`src/pcq_pkg.sv`:
```
`timescale 1ns / 1ps

package pcq_pkg;

	localparam int DELTA_W = 9;
	localparam int ACC_W   = 10;
	localparam int POS_W   = 10;
	localparam int SIZE_W  = 11;
	localparam int BTN_W   = 3;
	localparam int PEND_W  = 5;
	localparam int SUM_W   = 12;

	localparam int S_TDATA_W = 24;
	localparam int M_TDATA_W = 56;

	localparam int SCALE_TEXT_SHIFT = 3;

	localparam logic [SIZE_W-1:0] TEXT_WIDTH_LIMIT = 11'd80;
	localparam logic [SIZE_W-1:0] POS_LIMIT        = 11'd1024;
	localparam logic [SIZE_W-1:0] WIDTH_RESET      = 11'd80;
	localparam logic [SIZE_W-1:0] HEIGHT_RESET     = 11'd25;

	localparam logic REG_SCREEN_WIDTH  = 1'b0;
	localparam logic REG_SCREEN_HEIGHT = 1'b1;

	localparam logic OP_PACKET = 1'b0;
	localparam logic OP_POP    = 1'b1;

	localparam logic [1:0] CMD_DEPTH = 2'd2;

	typedef enum logic [1:0] {
		EVT_MOVE = 2'd0,
		EVT_DOWN = 2'd1,
		EVT_UP   = 2'd2
	} evt_kind_t;

	typedef struct packed {
		evt_kind_t        kind;
		logic [POS_W-1:0] col;
		logic [POS_W-1:0] row;
		logic [BTN_W-1:0] button;
	} event_t;

	// push_mask: bit0 move, bits 1..3 buttons 0..2
	typedef struct packed {
		logic             pop;
		logic [3:0]       push_mask;
		logic [BTN_W-1:0] buttons;
		logic [POS_W-1:0] col;
		logic [POS_W-1:0] row;
	} cmd_t;

	typedef struct packed {
		logic              valid;
		evt_kind_t         kind;
		logic [POS_W-1:0]  col;
		logic [POS_W-1:0]  row;
		logic [BTN_W-1:0]  button;
		logic [POS_W-1:0]  cur_col;
		logic [POS_W-1:0]  cur_row;
		logic [BTN_W-1:0]  buttons;
		logic [PEND_W-1:0] pending;
	} result_t;

	typedef enum logic [1:0] {
		BK_IDLE,
		BK_PUSH,
		BK_EMIT
	} back_state_t;

endpackage

```
`src/pcq_front.sv`:
```
`timescale 1ns / 1ps

module pcq_front (
	input  logic                        clk,
	input  logic                        arst_n,
	input  logic                        in_valid,
	output logic                        in_ready,
	input  logic                        in_opcode,
	input  logic signed [pcq_pkg::DELTA_W-1:0] in_dx,
	input  logic signed [pcq_pkg::DELTA_W-1:0] in_dy,
	input  logic [pcq_pkg::BTN_W-1:0]   in_buttons,
	input  logic                        cfg_we,
	input  logic                        cfg_index,
	input  logic [pcq_pkg::SIZE_W-1:0]  cfg_data,
	input  logic [1:0]                  fifo_count,
	output logic                        cmd_push,
	output pcq_pkg::cmd_t               cmd
);

	function automatic logic signed [pcq_pkg::ACC_W-1:0] div_text(
		input logic signed [pcq_pkg::ACC_W-1:0] a
	);
		logic [pcq_pkg::ACC_W-1:0] mag;
		logic [pcq_pkg::ACC_W-1:0] q;
		mag = a[pcq_pkg::ACC_W-1] ? (~a + 1'b1) : a;
		q   = mag >> pcq_pkg::SCALE_TEXT_SHIFT;
		return a[pcq_pkg::ACC_W-1] ? $signed(~q + 1'b1) : $signed(q);
	endfunction

	function automatic logic [pcq_pkg::SIZE_W-1:0] bound_of(
		input logic [pcq_pkg::SIZE_W-1:0] size
	);
		return (size > pcq_pkg::POS_LIMIT) ? pcq_pkg::POS_LIMIT : size;
	endfunction

	function automatic logic [pcq_pkg::POS_W-1:0] clamp_pos(
		input logic signed [pcq_pkg::SUM_W-1:0] p,
		input logic [pcq_pkg::SIZE_W-1:0]       lim
	);
		logic [pcq_pkg::SIZE_W-1:0] top;
		top = lim - 1'b1;
		if (p[pcq_pkg::SUM_W-1]) begin
			return '0;
		end else if (p[pcq_pkg::SIZE_W-1:0] >= lim) begin
			return top[pcq_pkg::POS_W-1:0];
		end else begin
			return p[pcq_pkg::POS_W-1:0];
		end
	endfunction

	logic [pcq_pkg::SIZE_W-1:0]       width_q, height_q;
	logic signed [pcq_pkg::ACC_W-1:0] accx_q, accy_q;
	logic [pcq_pkg::POS_W-1:0]        pos_col_q, pos_row_q;
	logic [pcq_pkg::BTN_W-1:0]        held_q;

	logic                             valid_s1;
	logic                             pop_s1;
	logic signed [pcq_pkg::ACC_W-1:0] cdx_s1, cdy_s1;
	logic [3:0]                       mask_s1;
	logic [pcq_pkg::BTN_W-1:0]        btn_s1;

	logic                             accept;
	logic                             text_mode;
	logic signed [pcq_pkg::ACC_W-1:0] sum_x, sum_y, q_x, q_y, rem_x, rem_y;
	logic                             moved;
	logic [pcq_pkg::BTN_W-1:0]        changed;
	logic signed [pcq_pkg::SUM_W-1:0] col_sum, row_sum;
	logic [pcq_pkg::POS_W-1:0]        new_col, new_row;
	logic [pcq_pkg::SIZE_W-1:0]       eff_w, eff_h;
	logic [pcq_pkg::POS_W-1:0]        cfg_col, cfg_row;

	assign in_ready = ({1'b0, valid_s1} + fifo_count) < pcq_pkg::CMD_DEPTH;
	assign accept   = in_valid && in_ready;

	// accumulate and split into whole cells and remainder
	always_comb begin
		text_mode = width_q <= pcq_pkg::TEXT_WIDTH_LIMIT;
		sum_x     = accx_q + {in_dx[pcq_pkg::DELTA_W-1], in_dx};
		sum_y     = accy_q + {in_dy[pcq_pkg::DELTA_W-1], in_dy};
		q_x       = text_mode ? div_text(sum_x) : sum_x;
		q_y       = text_mode ? div_text(sum_y) : sum_y;
		rem_x     = text_mode ? (sum_x - (q_x <<< pcq_pkg::SCALE_TEXT_SHIFT)) : '0;
		rem_y     = text_mode ? (sum_y - (q_y <<< pcq_pkg::SCALE_TEXT_SHIFT)) : '0;
		moved     = (q_x != '0) || (q_y != '0);
		changed   = in_buttons ^ held_q;
	end

	// cursor move and clamp
	always_comb begin
		col_sum = $signed({2'b00, pos_col_q}) + {{2{cdx_s1[pcq_pkg::ACC_W-1]}}, cdx_s1};
		row_sum = $signed({2'b00, pos_row_q}) + {{2{cdy_s1[pcq_pkg::ACC_W-1]}}, cdy_s1};
		new_col = clamp_pos(col_sum, bound_of(width_q));
		new_row = clamp_pos(row_sum, bound_of(height_q));
	end

	// bounds write re-clamps against the new bounds
	always_comb begin
		eff_w = ((cfg_index == pcq_pkg::REG_SCREEN_WIDTH) && (cfg_data != '0)) ?
			cfg_data : width_q;
		eff_h = ((cfg_index == pcq_pkg::REG_SCREEN_HEIGHT) && (cfg_data != '0)) ?
			cfg_data : height_q;
		cfg_col = clamp_pos($signed({2'b00, pos_col_q}), bound_of(eff_w));
		cfg_row = clamp_pos($signed({2'b00, pos_row_q}), bound_of(eff_h));
	end

	always_comb begin
		cmd_push       = valid_s1;
		cmd.pop        = pop_s1;
		cmd.push_mask  = pop_s1 ? 4'b0000 : mask_s1;
		cmd.buttons    = pop_s1 ? held_q : btn_s1;
		cmd.col        = pop_s1 ? pos_col_q : new_col;
		cmd.row        = pop_s1 ? pos_row_q : new_row;
	end

	always_ff @(posedge clk or negedge arst_n) begin
		if (!arst_n) begin
			valid_s1  <= 1'b0;
			width_q   <= pcq_pkg::WIDTH_RESET;
			height_q  <= pcq_pkg::HEIGHT_RESET;
			accx_q    <= '0;
			accy_q    <= '0;
			pos_col_q <= '0;
			pos_row_q <= '0;
			held_q    <= '0;
		end else begin
			valid_s1 <= accept;
			priority if (cfg_we) begin
				unique case (cfg_index)
					pcq_pkg::REG_SCREEN_WIDTH: begin
						if (cfg_data != '0) width_q <= cfg_data;
					end
					pcq_pkg::REG_SCREEN_HEIGHT: begin
						if (cfg_data != '0) height_q <= cfg_data;
					end
				endcase
				accx_q    <= '0;
				accy_q    <= '0;
				pos_col_q <= cfg_col;
				pos_row_q <= cfg_row;
			end else begin
				if (accept && (in_opcode == pcq_pkg::OP_PACKET)) begin
					accx_q <= rem_x;
					accy_q <= rem_y;
					held_q <= in_buttons;
				end
				if (valid_s1 && (pop_s1 == pcq_pkg::OP_PACKET)) begin
					pos_col_q <= new_col;
					pos_row_q <= new_row;
				end
			end
		end
	end

	always_ff @(posedge clk) begin
		if (accept) begin
			pop_s1  <= in_opcode;
			cdx_s1  <= q_x;
			cdy_s1  <= q_y;
			mask_s1 <= {changed, moved};
			btn_s1  <= in_buttons;
		end
	end

endmodule

```
`src/pcq_cmd_fifo.sv`:
```
`timescale 1ns / 1ps

module pcq_cmd_fifo (
	input  logic          clk,
	input  logic          arst_n,
	input  logic          push,
	input  pcq_pkg::cmd_t wdata,
	input  logic          pop,
	output pcq_pkg::cmd_t rdata,
	output logic          not_empty,
	output logic [1:0]    count
);

	pcq_pkg::cmd_t entry_q [2];
	logic          wr_ptr_q, rd_ptr_q;
	logic [1:0]    cnt_q;

	assign rdata     = entry_q[rd_ptr_q];
	assign not_empty = cnt_q != 2'd0;
	assign count     = cnt_q;

	always_ff @(posedge clk or negedge arst_n) begin
		if (!arst_n) begin
			wr_ptr_q <= 1'b0;
			rd_ptr_q <= 1'b0;
			cnt_q    <= 2'd0;
		end else begin
			if (push) wr_ptr_q <= ~wr_ptr_q;
			if (pop)  rd_ptr_q <= ~rd_ptr_q;
			unique case ({push, pop})
				2'b10:   cnt_q <= cnt_q + 2'd1;
				2'b01:   cnt_q <= cnt_q - 2'd1;
				default: cnt_q <= cnt_q;
			endcase
		end
	end

	always_ff @(posedge clk) begin
		if (push) entry_q[wr_ptr_q] <= wdata;
	end

endmodule

```
`src/pcq_back.sv`:
```
`timescale 1ns / 1ps

module pcq_back #(
	parameter int QUEUE_DEPTH = 16
) (
	input  logic             clk,
	input  logic             arst_n,
	input  logic             cmd_valid,
	input  pcq_pkg::cmd_t    cmd,
	output logic             cmd_take,
	output logic             out_valid,
	input  logic             out_ready,
	output pcq_pkg::result_t out_data
);

	localparam int SLOT_W = $clog2(QUEUE_DEPTH);
	localparam int FILL_W = $clog2(QUEUE_DEPTH + 1);

	function automatic logic [SLOT_W-1:0] next_slot(input logic [SLOT_W-1:0] s);
		if (s == SLOT_W'(QUEUE_DEPTH - 1)) begin
			return '0;
		end else begin
			return s + 1'b1;
		end
	endfunction

	pcq_pkg::event_t      mem_q [QUEUE_DEPTH];
	pcq_pkg::back_state_t state_q, state_d;
	logic [SLOT_W-1:0]    wr_slot_q, rd_slot_q;
	logic [FILL_W-1:0]    fill_q;
	logic [3:0]           mask_q;
	logic                 got_q;
	pcq_pkg::cmd_t        cmd_q;
	pcq_pkg::event_t      rd_q;
	logic                 out_valid_q;
	pcq_pkg::result_t     out_q;

	logic                 full;
	logic                 rd_en, push_en, load_out;
	logic [3:0]           pick;
	logic [3:0]           mask_left;
	pcq_pkg::event_t      evt;
	pcq_pkg::result_t     res;

	assign full      = fill_q == FILL_W'(QUEUE_DEPTH);
	assign mask_left = mask_q & ~pick;
	assign out_valid = out_valid_q;
	assign out_data  = out_q;

	always_comb begin
		state_d = state_q;
		unique case (state_q)
			pcq_pkg::BK_IDLE: begin
				if (cmd_valid) begin
					state_d = (cmd.pop || (cmd.push_mask == 4'b0000)) ?
						pcq_pkg::BK_EMIT : pcq_pkg::BK_PUSH;
				end
			end
			pcq_pkg::BK_PUSH: begin
				if (mask_left == 4'b0000) state_d = pcq_pkg::BK_EMIT;
			end
			pcq_pkg::BK_EMIT: begin
				if (load_out) state_d = pcq_pkg::BK_IDLE;
			end
			default: state_d = pcq_pkg::BK_IDLE;
		endcase
	end

	always_comb begin
		cmd_take = (state_q == pcq_pkg::BK_IDLE) && cmd_valid;
		rd_en    = cmd_take && cmd.pop && (fill_q != '0);
		push_en  = state_q == pcq_pkg::BK_PUSH;
		load_out = (state_q == pcq_pkg::BK_EMIT) && (!out_valid_q || out_ready);
	end

	// one event a cycle, move first, then buttons 0, 1, 2
	always_comb begin
		pick       = 4'b0000;
		evt.kind   = pcq_pkg::EVT_MOVE;
		evt.col    = cmd_q.col;
		evt.row    = cmd_q.row;
		evt.button = 3'b000;
		priority if (mask_q[0]) begin
			pick = 4'b0001;
		end else if (mask_q[1]) begin
			pick       = 4'b0010;
			evt.kind   = cmd_q.buttons[0] ? pcq_pkg::EVT_DOWN : pcq_pkg::EVT_UP;
			evt.button = 3'b001;
		end else if (mask_q[2]) begin
			pick       = 4'b0100;
			evt.kind   = cmd_q.buttons[1] ? pcq_pkg::EVT_DOWN : pcq_pkg::EVT_UP;
			evt.button = 3'b010;
		end else if (mask_q[3]) begin
			pick       = 4'b1000;
			evt.kind   = cmd_q.buttons[2] ? pcq_pkg::EVT_DOWN : pcq_pkg::EVT_UP;
			evt.button = 3'b100;
		end else begin
			pick = 4'b0000;
		end
	end

	always_comb begin
		res.valid   = got_q;
		res.kind    = got_q ? rd_q.kind : pcq_pkg::EVT_MOVE;
		res.col     = got_q ? rd_q.col : '0;
		res.row     = got_q ? rd_q.row : '0;
		res.button  = got_q ? rd_q.button : '0;
		res.cur_col = cmd_q.col;
		res.cur_row = cmd_q.row;
		res.buttons = cmd_q.buttons;
		res.pending = pcq_pkg::PEND_W'(fill_q);
	end

	always_ff @(posedge clk or negedge arst_n) begin
		if (!arst_n) begin
			state_q     <= pcq_pkg::BK_IDLE;
			wr_slot_q   <= '0;
			rd_slot_q   <= '0;
			fill_q      <= '0;
			mask_q      <= 4'b0000;
			got_q       <= 1'b0;
			out_valid_q <= 1'b0;
		end else begin
			state_q <= state_d;
			if (cmd_take) begin
				mask_q <= cmd.pop ? 4'b0000 : cmd.push_mask;
				got_q  <= rd_en;
			end else if (push_en) begin
				mask_q <= mask_left;
			end
			if (rd_en) begin
				rd_slot_q <= next_slot(rd_slot_q);
				fill_q    <= fill_q - 1'b1;
			end
			if (push_en) begin
				wr_slot_q <= next_slot(wr_slot_q);
				if (full) begin
					rd_slot_q <= next_slot(rd_slot_q);
				end else begin
					fill_q <= fill_q + 1'b1;
				end
			end
			if (load_out) begin
				out_valid_q <= 1'b1;
			end else if (out_ready) begin
				out_valid_q <= 1'b0;
			end
		end
	end

	always_ff @(posedge clk) begin
		if (push_en)  mem_q[wr_slot_q] <= evt;
		if (rd_en)    rd_q <= mem_q[rd_slot_q];
		if (cmd_take) cmd_q <= cmd;
		if (load_out) out_q <= res;
	end

endmodule

```
`src/pointer_cursor_event_queue_top.sv`:
```
`timescale 1ns / 1ps

// Pointer cursor and event queue. A word on the slave side is either a pointer
// packet (signed dx, dy and button bits) or a pop request; each one gives exactly
// one result word with the popped event (if any), the cursor, the held buttons and
// the queue fill. The front end takes a word, works out cell movement and button
// changes, registers them and hands a command through a two-entry queue to the back
// end, which owns the event store: a packet queues n (0 to 4) events, one store
// write per cycle, and a pop does one registered store read and then loads the
// output register. The event store has no reset; a pop only reads entries written
// before. Bounds are to be written only while no word is in flight; the block
// itself does not enforce it. A write clears the accumulators and pulls the cursor
// back inside the screen.
module pointer_cursor_event_queue_top #(
	parameter int QUEUE_DEPTH = 16
) (
	input  logic                              clk,
	input  logic                              arst_n,
	input  logic                              s_tvalid,
	output logic                              s_tready,
	// delta_x[8:0], delta_y[17:9], button_bits[20:18]
	input  logic [pcq_pkg::S_TDATA_W-1:0]     s_tdata,
	// opcode
	input  logic                              s_tuser,
	output logic                              m_tvalid,
	input  logic                              m_tready,
	// event_kind[1:0], event_col[11:2], event_row[21:12], event_button[24:22],
	// cursor_col[34:25], cursor_row[44:35], button_state[47:45],
	// pending_events[52:48]
	output logic [pcq_pkg::M_TDATA_W-1:0]     m_tdata,
	// event_valid
	output logic                              m_tuser,
	input  logic                              cfg_we,
	input  logic                              cfg_index,
	input  logic [pcq_pkg::SIZE_W-1:0]        cfg_data
);

	logic             cmd_push, cmd_valid, cmd_take;
	logic [1:0]       fifo_count;
	pcq_pkg::cmd_t    cmd_in, cmd_out;
	pcq_pkg::result_t res;

	pcq_front u_front (
		.clk        (clk),
		.arst_n     (arst_n),
		.in_valid   (s_tvalid),
		.in_ready   (s_tready),
		.in_opcode  (s_tuser),
		.in_dx      ($signed(s_tdata[8:0])),
		.in_dy      ($signed(s_tdata[17:9])),
		.in_buttons (s_tdata[20:18]),
		.cfg_we     (cfg_we),
		.cfg_index  (cfg_index),
		.cfg_data   (cfg_data),
		.fifo_count (fifo_count),
		.cmd_push   (cmd_push),
		.cmd        (cmd_in)
	);

	pcq_cmd_fifo u_fifo (
		.clk       (clk),
		.arst_n    (arst_n),
		.push      (cmd_push),
		.wdata     (cmd_in),
		.pop       (cmd_take),
		.rdata     (cmd_out),
		.not_empty (cmd_valid),
		.count     (fifo_count)
	);

	pcq_back #(
		.QUEUE_DEPTH (QUEUE_DEPTH)
	) u_back (
		.clk       (clk),
		.arst_n    (arst_n),
		.cmd_valid (cmd_valid),
		.cmd       (cmd_out),
		.cmd_take  (cmd_take),
		.out_valid (m_tvalid),
		.out_ready (m_tready),
		.out_data  (res)
	);

	assign m_tuser = res.valid;
	assign m_tdata = {3'b000, res.pending, res.buttons, res.cur_row, res.cur_col,
		res.button, res.row, res.col, res.kind};

endmodule

```
`config.mk`:
```
export PLATFORM = sky130hd
export DESIGN_NAME = pointer_cursor_event_queue_top
export DESIGN_NICKNAME = d
export VERILOG_FILES = /design/src/pcq_pkg.sv /design/src/pcq_front.sv /design/src/pcq_cmd_fifo.sv /design/src/pcq_back.sv /design/src/pointer_cursor_event_queue_top.sv
export SDC_FILE = /design/constraint.sdc
export NUM_CORES = 1
export LEC_CHECK = 0
export ABC_AREA = 1
export ABC_CLOCK_PERIOD_IN_PS = 11200
export BUFFER_PORTS_ARGS = -buffer_cell sky130_fd_sc_hd__buf_2
export CORE_ASPECT_RATIO = 0.6
export CORE_UTILIZATION = 55
export DETAILED_ROUTE_END_ITERATION = 12
export PLACE_DENSITY_LB_ADDON = 0.05
export SYNTH_ARGS = -nofsm -noshare
export SYNTH_HDL_FRONTEND = slang
export SYNTH_SLANG_ARGS = --single-unit
```
`constraint.sdc`:
```
create_clock -name clk -period 11.2 [get_ports clk]
set_input_delay 1.68 -clock clk [delete_from_list [all_inputs] [get_ports clk]]
set_output_delay 1.68 -clock clk [all_outputs]
set_load 0.01 [all_outputs]
```
==> summary.txt <==
Run status
  • Status: completed

Synthesis
  • Mapped Cells: 3083
  • Seq cells post-synth: 677
  • Post-synth EDFFs: 586
  • Synth cell types: 54
  • Count leader, synth: nand2_1
  • Post-synth top cells: nand2_1 (686), edfxtp_1 (586), nor2_1 (326), o21ai_0 (315), inv_1 (253)
  • Synth Cell Area: 31900 sq um
  • Async set or reset register ratio after synthesis: 13.44%
  • Synth warnings: 0
  • Yosys top cell by area: edfxtp_1
  • Mean post-synth cell area: 10.35 sq um
  • Sequential share of the synthesized area: 62.31%
  • Synth area leaders: edfxtp_1 (55%), nand2_1 (8.1%), dfrtp_1 (6.7%)
  • Top_reg_cell synth: edfxtp_1
  • Share of the synthesized area in the top cell type: 55.16%

Clocking
  • Hold buffer count at cts: 0
  • Clk sinks: 677
  • Post CTS Setup Buffer Count: 0
  • Inserted Clock Buffers: 59
  • Worst-path clk slew: 0.07 ns
  • H-tree depth: 2
  • Clock latency on the worst-skew pair: 0.63 ns
  • CTS Root Cell: clkbuf_16
  • CTS tree: yes
  • Bufs on Longest Clock Path: 3
  • PostCTS Resize Cnt: 0

Floorplan
  • Die Wd: 312.9 microns
  • Die area: 59010 sq um
  • Initial Utilization: 56.38%
  • Die H: 188.6 microns
  • Boundary pin count: 101
  • Core area: 56590 sq um
  • Rows: 67

Critical path
  • Worst setup endpoint: u_front.accy_q[9]
  • R2r setup slk: 6.20 ns
  • Crit-path max FO: 5
  • Worst path slowest cell: fa_1
  • Crit path depth: 27
  • CP max stage delay: 0.49 ns
  • Worst setup SP type: primary input
  • Cell repeated most along the worst path: nand2_1
  • WP buf/inv: 4
  • RR Startpoint: u_front.cdy_s1[0]
  • Crit path required time: 11.76 ns
  • Worst R2R End: u_fifo.entry_q[1][5]
  • Critical Path End Type: flop
  • Worst EP arrival: 6.02 ns
  • Worst Setup SP: s_tdata[9]
  • CP delay by family, top: adder cells
  • Cells on worst reg2reg path: 19
  • CP Class: primary input to flop

Detailed routing
  • Final ANT Viol Nets: 0
  • Vias per inst: 5.814
  • Via Count: 22990
  • DR iter-0 viols: 2770
  • WL/cell: 21.32 microns
  • Final wirelength: 84340 microns
  • 1st-pass router iterations: 5
  • Drc violations: 0

Power
  • PD cells: 272.3 nW/um^2
  • Max IR drop VDD: 0.1890 mV
  • Pleak: 0.01401 uW
  • Total power: 9552 uW

Timing
  • Post-layout min period: 5.468 ns
  • Final Hold Viols: 0
  • Setup ws final: 5.732 ns
  • Clock skew: 0.02025 ns
  • Worst Tran Pin Value: 1.233 ns
  • Final setup TNS: 0 ns
  • Achievable clock frequency: 0.1829 GHz
  • Slew Limit Fails: 0
  • Final setup violation count: 0
  • Max-slew headroom: 17.78%
  • Final Cycle Share: 48.82%
  • RSZ-0062 raised after global routing: no

Global routing
  • First-pass GRT wire length: 127500 microns
  • Initial antenna violation count: 0
  • Remaining Overflow, GRT: 0
  • All-Layer GR Usage: 28.60%
  • Largest net degree at the start of global routing: 114
  • Vias in the first global route: 21230

Place
  • RD Place Congestion: 0.9192
  • Dpl cell area: 33210 sq um
  • Pre-CTS WS: 5.236 ns
  • HPWL Detailed: 52980 microns
  • Port bufs: 94

Worst hold path
  • Worst min path class: flop to flop
  • HP Start: u_back.rd_q[2]

Layout
  • Layout cells sized above 1: 8.824%
  • Synth-to-layout area growth: 9.953%
  • Cell area after layout: 35080 sq um
  • Final net count: 3306
  • ANT cells: 0

Run
  • Max-cap violation count: 0
==> cells by family after synthesis <==
family	count (synthesis)	share of synthesized area, %
adders and majority gates	114	4.612
other	1	0.01175
buffers and inverters	387	4.741
AOI/OAI and AO/OA	577	10.38
xor gates and xnor gates	53	1.455
DFF	677	62.31
and+or+nand+nor	1274	16.49
==> cells in the final DEF, fill, tap and decap left out, types with 5 or more instances in the layout <==
| cell | Yosys | routed |
|---|---|---|
| nand2_1 | 686 | 686 |
| nand4_1 | 24 | 24 |
| or2_2 | 5 | 5 |
| nor3_1 | 13 | 13 |
| inv_1 | 253 | 251 |
| nand2_4 | 5 | 5 |
| inv_2 | 5 | 5 |
| buf_4 | 7 | 34 |
| a32o_1 | 5 | 5 |
| nor2_2 | 6 | 9 |
| edfxtp_1 | 586 | 586 |
| nand3b_1 | 6 | 6 |
| nor2_1 | 326 | 306 |
| a31oi_1 | 5 | 5 |
| dfstp_2 | 5 | 5 |
| xor2_1 | 35 | 35 |
| o21a_1 | 5 | 5 |
| o21ai_1 | 21 | 21 |
| bufinv_16 | 0 | 5 |
| xnor2_1 | 18 | 18 |
| o21ai_0 | 315 | 315 |
| o22ai_1 | 66 | 66 |
| o211ai_1 | 36 | 36 |
| dfrtp_1 | 86 | 84 |
| clkbuf_1 | 105 | 8 |
| nor2_4 | 0 | 17 |
| fa_1 | 6 | 6 |
| o21bai_1 | 6 | 6 |
| clkinv_2 | 0 | 12 |
| clkbuf_16 | 0 | 59 |
| clkinv_1 | 6 | 18 |
| a21oi_1 | 63 | 63 |
| o221ai_1 | 39 | 39 |
| nand3_1 | 178 | 178 |
| nand2_2 | 8 | 8 |
| buf_2 | 3 | 93 |
| ha_1 | 108 | 108 |
| nand3_2 | 6 | 6 |
| a211oi_1 | 5 | 5 |
==> sequential cells by signal, summed over array words and instances (netlist names), 5 cells and up <==
name / flops
u_back.cmd_q: 23
u_back.fill_q: 5
u_back.mem_q: 400
u_back.out_data: 54
u_back.rd_q: 25
u_fifo.entry_q: 56
u_front.accx_q: 10
u_front.accy_q: 10
u_front.cdx_s1: 10
u_front.cdy_s1: 10
u_front.height_q: 11
u_front.pos_col_q: 10
u_front.pos_row_q: 10
u_front.width_q: 11
==> worst register-to-register path, stage by stage (launching register included) <==
cell	delay (ns)
edfxtp_1	0.51
ha_1	0.28
fa_1	0.40
nand3_1	0.10
nand2_1	0.09
a21oi_1	0.16
nor2_1	0.06
nor2_1	0.16
o21ai_0	0.16
a21oi_1	0.18
o21a_1	0.14
xor2_1	0.30
ha_1	0.30
a21oi_1	0.17
o21ai_0	0.13
a221oi_1	0.35
nand2_1	0.44
o21ai_0	0.28
o211ai_1	0.23
o21ai_0	0.35
==> through the flow <==
step / std cells / hold WS [ns] / utilization, %
6_report: 3955 / 0.5114 / 61.99
5_1_grt: 3955 / 0.5369 / 61.99
4_1_cts: 3955 / 0.5118 / 61.99
3_5_place_dp: 3848 / 0.4941 / 58.68
3_3_place_gp: 3848 / 0.4870 / 58.68
2_1_floorplan: 3085 / 0.4231 / -
==> worst min-delay path by stage <==
stage | endpoint | slack (ns) | depth (start not counted)
after floorplan | u_back.out_data[2] | 0.42 | 0
after CTS | u_front.height_q[4] | 0.51 | 2
after global routing | u_front.width_q[4] | 0.54 | 2
final | u_back.out_data[30] | 0.51 | 2
after global placement | u_back.out_data[49] | 0.49 | 2
after detailed placement | u_back.out_data[32] | 0.49 | 2
==> power breakdown <==
| part | internal [uW] | switching, uW | total, uW |
|---|---|---|---|
| Sequential | 3630 | 440 | 4070 |
| Clock | 1110 | 912 | 2020 |
| Combinational | 1030 | 2430 | 3460 |
| Total | 5770 | 3780 | 9550 |
==> per-layer routing <==
metal	wire [microns]	part of all wire (%)	up-vias	track usage [%]
met5	0	0	-	0
met1	41020	49	11090	46.90
li1	-	-	10860	-
met2	34420	41	942	39.09
met3	7478	8.9	103	5.063
met4	1420	1.7	0	6.492
==> final cells by class <==
| class | count | area (sq um) |
|---|---|---|
| fillers | 4564 | 21510 |
| flip-flops and latches | 677 | 19890 |
| multi-input cells | 2021 | 10650 |
| clock buffers | 71 | 1562 |
| inverters | 264 | 996.0 |
| well taps | 759 | 949.7 |
| repair buffers | 127 | 720.7 |
| clock inverters | 36 | 312.8 |
No activity file was read; power rests on OpenSTA's default activity.
